[src/hw/rtl/rsp_ram.sv]
`default_nettype none
module rsp_ram #(
   parameter int Width = 8,
   parameter int Depth = 16
) (
   input  wire                      clock,
   input  wire                      wr_en,
   input  wire [$clog2(Depth)-1:0]  wr_addr,
   input  wire [Width-1:0]          wr_data,
   input  wire [$clog2(Depth)-1:0]  rd_addr,
   output logic [Width-1:0]         rd_data
);
   logic [Width-1:0] mem [Depth];

   always_ff @(posedge clock) begin
      if (wr_en) begin
         mem[wr_addr] <= wr_data;
      end
      rd_data <= mem[rd_addr];
   end
endmodule
`default_nettype wire

[config.mk]
export PLATFORM = sky130hd
export DESIGN_NAME = rsp_ram
export DESIGN_NICKNAME = d
export VERILOG_FILES = /design/src/hw/rtl/rsp_ram.sv
export SDC_FILE = /design/constraint.sdc
export NUM_CORES = 1
export LEC_CHECK = 0
export BUFFER_PORTS_ARGS = -buffer_cell sky130_fd_sc_hd__buf_4
export CORE_AREA = 3 3 126 128
export DETAILED_ROUTE_END_ITERATION = 7
export DIE_AREA = 0 0 129 131
export GPL_TIMING_DRIVEN = 1
export PLACE_DENSITY_LB_ADDON = 0.3
export RECOVER_POWER = 25
export SKIP_LAST_GASP = 1
export SYNTH_ARGS = -nofsm -noshare
export SYNTH_HDL_FRONTEND = slang
export SYNTH_SLANG_ARGS = --single-unit
[constraint.sdc]
create_clock -name clock -period 2.2 [get_ports clock]
set_input_delay 0.55 -clock clock [delete_from_list [all_inputs] [get_ports clock]]
set_output_delay 0.55 -clock clock [all_outputs]
set_load 0.02 [all_outputs]
* After elaboration in Yosys (flattened, before gate mapping) *
Memory sizes are Yosys's and may differ from the RTL's. A register that Yosys moved wholly into a read port is not among the register bits.
Index checks and enable logic that the tools add are counted.

storage, ports and cells
  flip-flop bits (word level) = 0
  memory bits (writable) = 128
  input bits = 18
  output and inout bits = 8
  word-level logic and storage cells = 3
  memories kept = 1

memory list
  memory  depth  bits a word  read ports  clocked after Yosys merged registers in  write ports  RTL line  RTL
  mem     16     8            1           1                                        1            13        logic [Width-1:0] mem [Depth];

cells by class
  muxes and demuxes = 2

operator list
  operator           count
  1-bit two-way mux  2

* Longest topological paths before layout *
Gate-level depths: netlist of run 1.

  depth in word-level cells = 2
  depth in mapped cells = 5
  gate-level depth less buffers = 3

* Worst setup path after synthesis of run 1 *
No wires, ideal clock.

  kind = input-to-reg
  from = input port wr_addr[2]
  to = memory mem[0][0] (enable)
  setup time = 383 ps
  data arrival time = 1660 ps
  required time = 1817 ps
  setup slack = 157 ps
  cell stages on the path = 2
  path buffers = 0
  cell sequence = or3b_2 nor3_1

RTL lines
  item             RTL line  RTL
  start, declared  8         input wire [$clog2(Depth)-1:0] wr_addr,
  end, declared    13

Straight into the memory's write port.

==> results of run 1 <==
## power breakdown
part           switching [W]  leakage (nW)  internal [W]
sequential         0.0000194          1.22       0.00290
combinational       0.000167         0.590      0.000133
clock                0.00105         0.263       0.00166
## through the flow
step	std cells	instance area, sq um	util	power (W)
floorplan	229	5150	-	0.00313
global placement	454	5670	0.379	0.00328
detailed placement	454	5670	0.379	0.00329
CTS	486	6250	0.417	0.00600
global route	486	6230	0.416	0.00614
finish	486	6230	0.416	0.00593
## cells in the mapped netlist
master | number | share of area
or3b_2 | 1 | 0.0017
dfxtp_1 | 8 | 0.031
nand2b_1 | 2 | 0.0024
nand3b_1 | 2 | 0.0029
and2_1 | 1 | 0.0012
nor2_1 | 13 | 0.0095
buf_6 | 3 | 0.0066
nand3_1 | 1 | 0.00097
nand2_1 | 9 | 0.0066
edfxtp_1 | 128 | 0.75
buf_2 | 3 | 0.0029
a22oi_1 | 16 | 0.023
mux4_2 | 18 | 0.079
nor2b_1 | 1 | 0.0012
mux4_1 | 14 | 0.071
and2b_1 | 1 | 0.0015
nor3_1 | 4 | 0.0039
clkdlybuf4s25_2 | 3 | 0.0058
buf_4 | 1 | 0.0015
## layer usage
layer	track usage	part of all wire	vias up
li1	-	-	1088
met4	0.0482	0.0071	0
met2	0.199	0.48	41
met1	0.180	0.48	1255
met3	0.0394	0.032	8
met5	0	0	-
## worst max-delay path, stage by stage
cell	delay, ns
buf_4	0.14
buf_4	0.21
mux4_1	0.57
a22oi_1	0.24
nand2_1	0.08
## registers in the layout (all words and copies together) (netlist names)
signal,count
mem,128
rd_data,8
## final cells by class
type | count | share of cell area
multi-input combinational | 83 | 0.170
sequential | 136 | 0.643
clock buffer | 17 | 0.0683
clock inverter | 15 | 0.0245
timing repair buffer | 47 | 0.0565
tap | 188 | 0.0378
## cell families after synthesis
group,Yosys count,share of synthesized area
mux,32,0.150
compound gates,16,0.0233
flops,136,0.778
buf+inv,10,0.0168
simple gates,35,0.0318
## how the worst min path moves through the flow
stage	end	slack [ns]
after global placement	rd_data[1]$_DFF_P_	0.66
after floorplan	rd_data[0]$_DFF_P_	0.63
after global routing	mem[2][6]$_DFFE_PP_	0.48
final	mem[5][6]$_DFFE_PP_	0.48
after detailed placement	rd_data[7]$_DFF_P_	0.66
after CTS	mem[7][3]$_DFFE_PP_	0.43
==> flow_metrics.tcl, run 1 <==
set metrics [dict create \
    min_from "wr_data[6]" \
    status "completed" \
    pin_count 26 \
    cap_violations 0 \
    dp_hpwl_um 6650 \
    syn_nets 247 \
    regToRegEndpoint "rd_data[4]$_DFF_P_" \
    r2r_setup_slack_ns 0.90 \
    setup.worst_path.start "rd_addr[0]" \
    dieArea_sq_mm 0.0169 \
    setup.worst_path.class "in -> reg" \
    drive_gt1_frac 0.299 \
    clock_path_buffers 2 \
    hp-class "in -> reg" \
    numCtsBuffers 17 \
    clock_skew_ns 0.00949 \
    final_common_cell "edfxtp_1" \
    wl_um 10000 \
    leakage_nw 2.08 \
    io_buffers 25 \
    max_clock_freq_mhz 662 \
    powerDensity_mw_per_mm2 952 \
    n_fill_cell 1334 \
    critPathLaunchType "input port" \
    seqCellArea_sq_mm 0.00400 \
    worstPathMaxFanout 8 \
    setup_tns_ns 0 \
    worstSetupEndpoint "rd_data[5]$_DFF_P_" \
    vias_per_cell 4.92 \
    rows 45 \
    maxSlewViolCount 0 \
    ys_seq_elements 136 \
    grt_max_degree 18 \
    r2r_cells 3 \
    mostFrequentLayoutCells "128 x edfxtp_1, 38 x buf_4, 18 x mux4_2, 17 x clkbuf_16, 16 x a22oi_1" \
    seq_area_frac_synth 0.778 \
    yosysWarnings 0 \
    gr-usage-all-layers 0.131 \
    ys_types 19 \
    grt_antenna_before_repair 0 \
    n_antenna_cell 0 \
    htree_levels 4 \
    start_util 0.344 \
    worst_hold_slack_ns 0.479 \
    grt_overflow 0 \
    cts.sink_count 136 \
    clock_latency_ns 0.41 \
    hold_buffers 0 \
    cts.root.buffer_cell "clkbuf_16" \
    arrival_ns 1.79 \
    ant_nets 0 \
    drt_pass1_iterations 4 \
    r2r-start "mem[10][4]$_DFFE_PP_" \
    ctsResizeCount 0 \
    routedWlPerCell_um 20.6 \
    vias 2392 \
    hold_path_depth 1 \
    rsz0062_at_grt "false" \
    synthToLayoutAreaGrowth_pct 21.0 \
    end_kind "register" \
    crit_required_ns 2.48 \
    syn_area_sq_mm 0.00515 \
    finalWorstSetupSlack_ns 0.690 \
    cts_tree "built" \
    drc 0 \
    nNetsFinal 303 \
    multi_input_area_sq_mm 0.00106 \
    cts.clk_slew.worst_paths_ns 0.06 \
    grt_pass1_vias 2619 \
    post_cts_buffers 0 \
    relSlewSlack 0.556 \
    grt_pass1_wl_um 15600 \
    layout_min_cycle_time_ns 1.51 \
    hold_viol 0 \
    finalWeightedCongestion 0.685 \
    synth_cells 229 \
    setup_viol 0 \
    postSynthAreaPerCell_sq_um 22.5 \
    drt_iter0_markers 192 \
    core_area_sq_mm 0.0150 \
    post-place-ws_ns 0.241 \
    fp.dieH_um 131 \
    post-route-period-util 0.686 \
    tightest_slew_ns 0.666 \
    die_w_um 129 \
    ir_drop_uv 563 \
]
Power figures use the tool's default switching activity.
==> run 2: changes to the inputs <==
==> constraint.sdc (replaced) <==
create_clock -name clock -period 1.3 [get_ports clock]
set_input_delay 0.325 -clock clock [delete_from_list [all_inputs] [get_ports clock]]
set_output_delay 0.325 -clock clock [all_outputs]
set_load 0.02 [all_outputs]
==> run 2 against run 1 <==
Against the previous run:
- the run now ends with negative setup slack left
- sequential power increased by 69%
- critical path type is now reg -> reg
- power increased by 70%
- final cell count increased by 3.3%
- critical path depth decreased by 2
- non-clock buffer count increased by 16
==> flow_metrics.tcl, run 2 (synthesis gave the netlist of run 1 again) <==
set metrics [dict create \
    violations "negative setup slack" \
    ant_nets 0 \
    grt_overflow 0 \
    ir_drop_uv 891 \
    top_register "mem" \
    n_fill_cell 1299 \
    wl_met3_um 584 \
    setup_viol 1 \
    clock_skew_ns 0.00731 \
    io_buffers 25 \
    setup.worst_path.class "reg -> reg" \
    n_antenna_cell 0 \
    fp.dieH_um 131 \
    hold_viol 0 \
    worstPathMaxFanout 1 \
    max_clock_freq_mhz 765 \
    arrival_ns 1.59 \
    status "complete, but fails checks" \
    finalWeightedCongestion 0.694 \
    grt_antenna_before_repair 0 \
    maxSlewViolCount 0 \
    cts.sink_count 136 \
    numCtsBuffers 17 \
    critPathLaunchType "register" \
    dr_wl_met2_um 5140 \
    grt_max_degree 17 \
    seqCellArea_sq_mm 0.00401 \
    end_kind "register" \
    tightest_slew_ns 0.905 \
    cts.root.buffer_cell "clkbuf_16" \
    pin_count 26 \
    mostFrequentLayoutCells "128 x edfxtp_1, 46 x buf_4, 32 x mux4_2, 17 x clkbuf_16, 11 x buf_12" \
    largest_reg_flops 128 \
    drt_iter0_markers 234 \
    layout_min_cycle_time_ns 1.31 \
    die_w_um 129 \
    drt_pass1_iterations 5 \
    final_core_util 0.433 \
    dp_hpwl_um 6860 \
    crit_required_ns 1.58 \
    hold_buffers 0 \
    cts.clk_slew.worst_paths_ns 0.05 \
    drt-met1-wl_um 4530 \
    finalWorstSetupSlack_ns -0.00694 \
    wl_um 10400 \
    htree_levels 4 \
    relSlewSlack 0.396 \
    multi_input_area_sq_mm 0.00109 \
    rsz0062_at_grt "true" \
    top_layer "met4" \
    setup_tns_ns -0.00694 \
    drc 0 \
    leakage_nw 2.15 \
    synthToLayoutAreaGrowth_pct 25.9 \
    cts_tree "built" \
    rows 45 \
    dieArea_sq_mm 0.0169 \
    core_area_sq_mm 0.0150 \
    reg_top3 "mem: 128 flops, rd_data: 8 flops" \
    start_util 0.344 \
    grt_pass1_vias 2675 \
    cap_violations 0 \
    drive_gt1_frac 0.424 \
    clock_path_buffers 2 \
    gr-usage-all-layers 0.136 \
    grt_pass1_wl_um 15900 \
    routedWlPerCell_um 20.8 \
    post-route-period-util 1.01 \
    vias_per_cell 4.88 \
    powerDensity_mw_per_mm2 1550 \
    hp-class "in -> reg" \
    final_common_cell "edfxtp_1" \
    clock_latency_ns 0.41 \
    nNetsFinal 319 \
    vias 2452 \
]
-- run 2: area by class of cell --
cell class	count	share of cell area
Timing Repair Buffer	63	0.0908
Tap cell	188	0.0363
Clock inverter	14	0.0207
Sequential cell	136	0.618
Multi-Input combinational cell	83	0.168
Clock buffer	18	0.0662
-- run 2: repair_timing --
action                     4_1_cts  5_1_grt
gates resized for setup          4        5
setup endpoints to repair        5        8
pin swaps                        0        2
buffers inserted                 0        4
-- run 2: final timing paths --
kind	start	endpoint	slack [ns]	depth (start not counted)
min reg2reg	mem[6][3]$_DFFE_PP_	rd_data[3]$_DFF_P_	0.68	3
min	wr_data[4]	mem[14][4]$_DFFE_PP_	0.23	1
max reg2reg	mem[11][0]$_DFFE_PP_	rd_data[0]$_DFF_P_	-0.007	3
max	mem[11][0]$_DFFE_PP_	rd_data[0]$_DFF_P_	-0.007	3
-- run 2: per-layer routing --
metal | global-route usage | vias to the layer above
met1 | 0.169 | 1274
met2 | 0.218 | 57
li1 | - | 1106
met3 | 0.0480 | 15
met5 | 0 | -
met4 | 0.0574 | 0
-- run 2: worst max-delay path, cell delays in order, from the launching register on --
cell and delay, ns:
edfxtp_1 0.37, mux4_2 0.49, a22oi_2 0.20, nand2_1 0.11
-- run 2: power by group --
group | switching (W) | total [W] | leakage, nW | internal, W
Combinational | 0.000317 | 0.000610 | 0.660 | 0.000293
Clock | 0.00172 | 0.00451 | 0.264 | 0.00279
Sequential | 0.0000347 | 0.00494 | 1.22 | 0.00491
Total | 0.00207 | 0.0101 | 2.15 | 0.00799
-- run 2: through the flow --
step           area [sq um]  worst slack, ns  power (W)  instances  hold slack [ns]
2_1_floorplan          5180           -0.158    0.00533        229            0.424
3_3_place_gp           5880           -0.489    0.00562        466            0.635
3_5_place_dp           5880           -0.506    0.00564        466            0.646
4_1_cts                6450          -0.0257     0.0101        498            0.210
5_1_grt                6480          -0.0261     0.0104        502            0.230
6_report               6480         -0.00694     0.0101        502            0.231
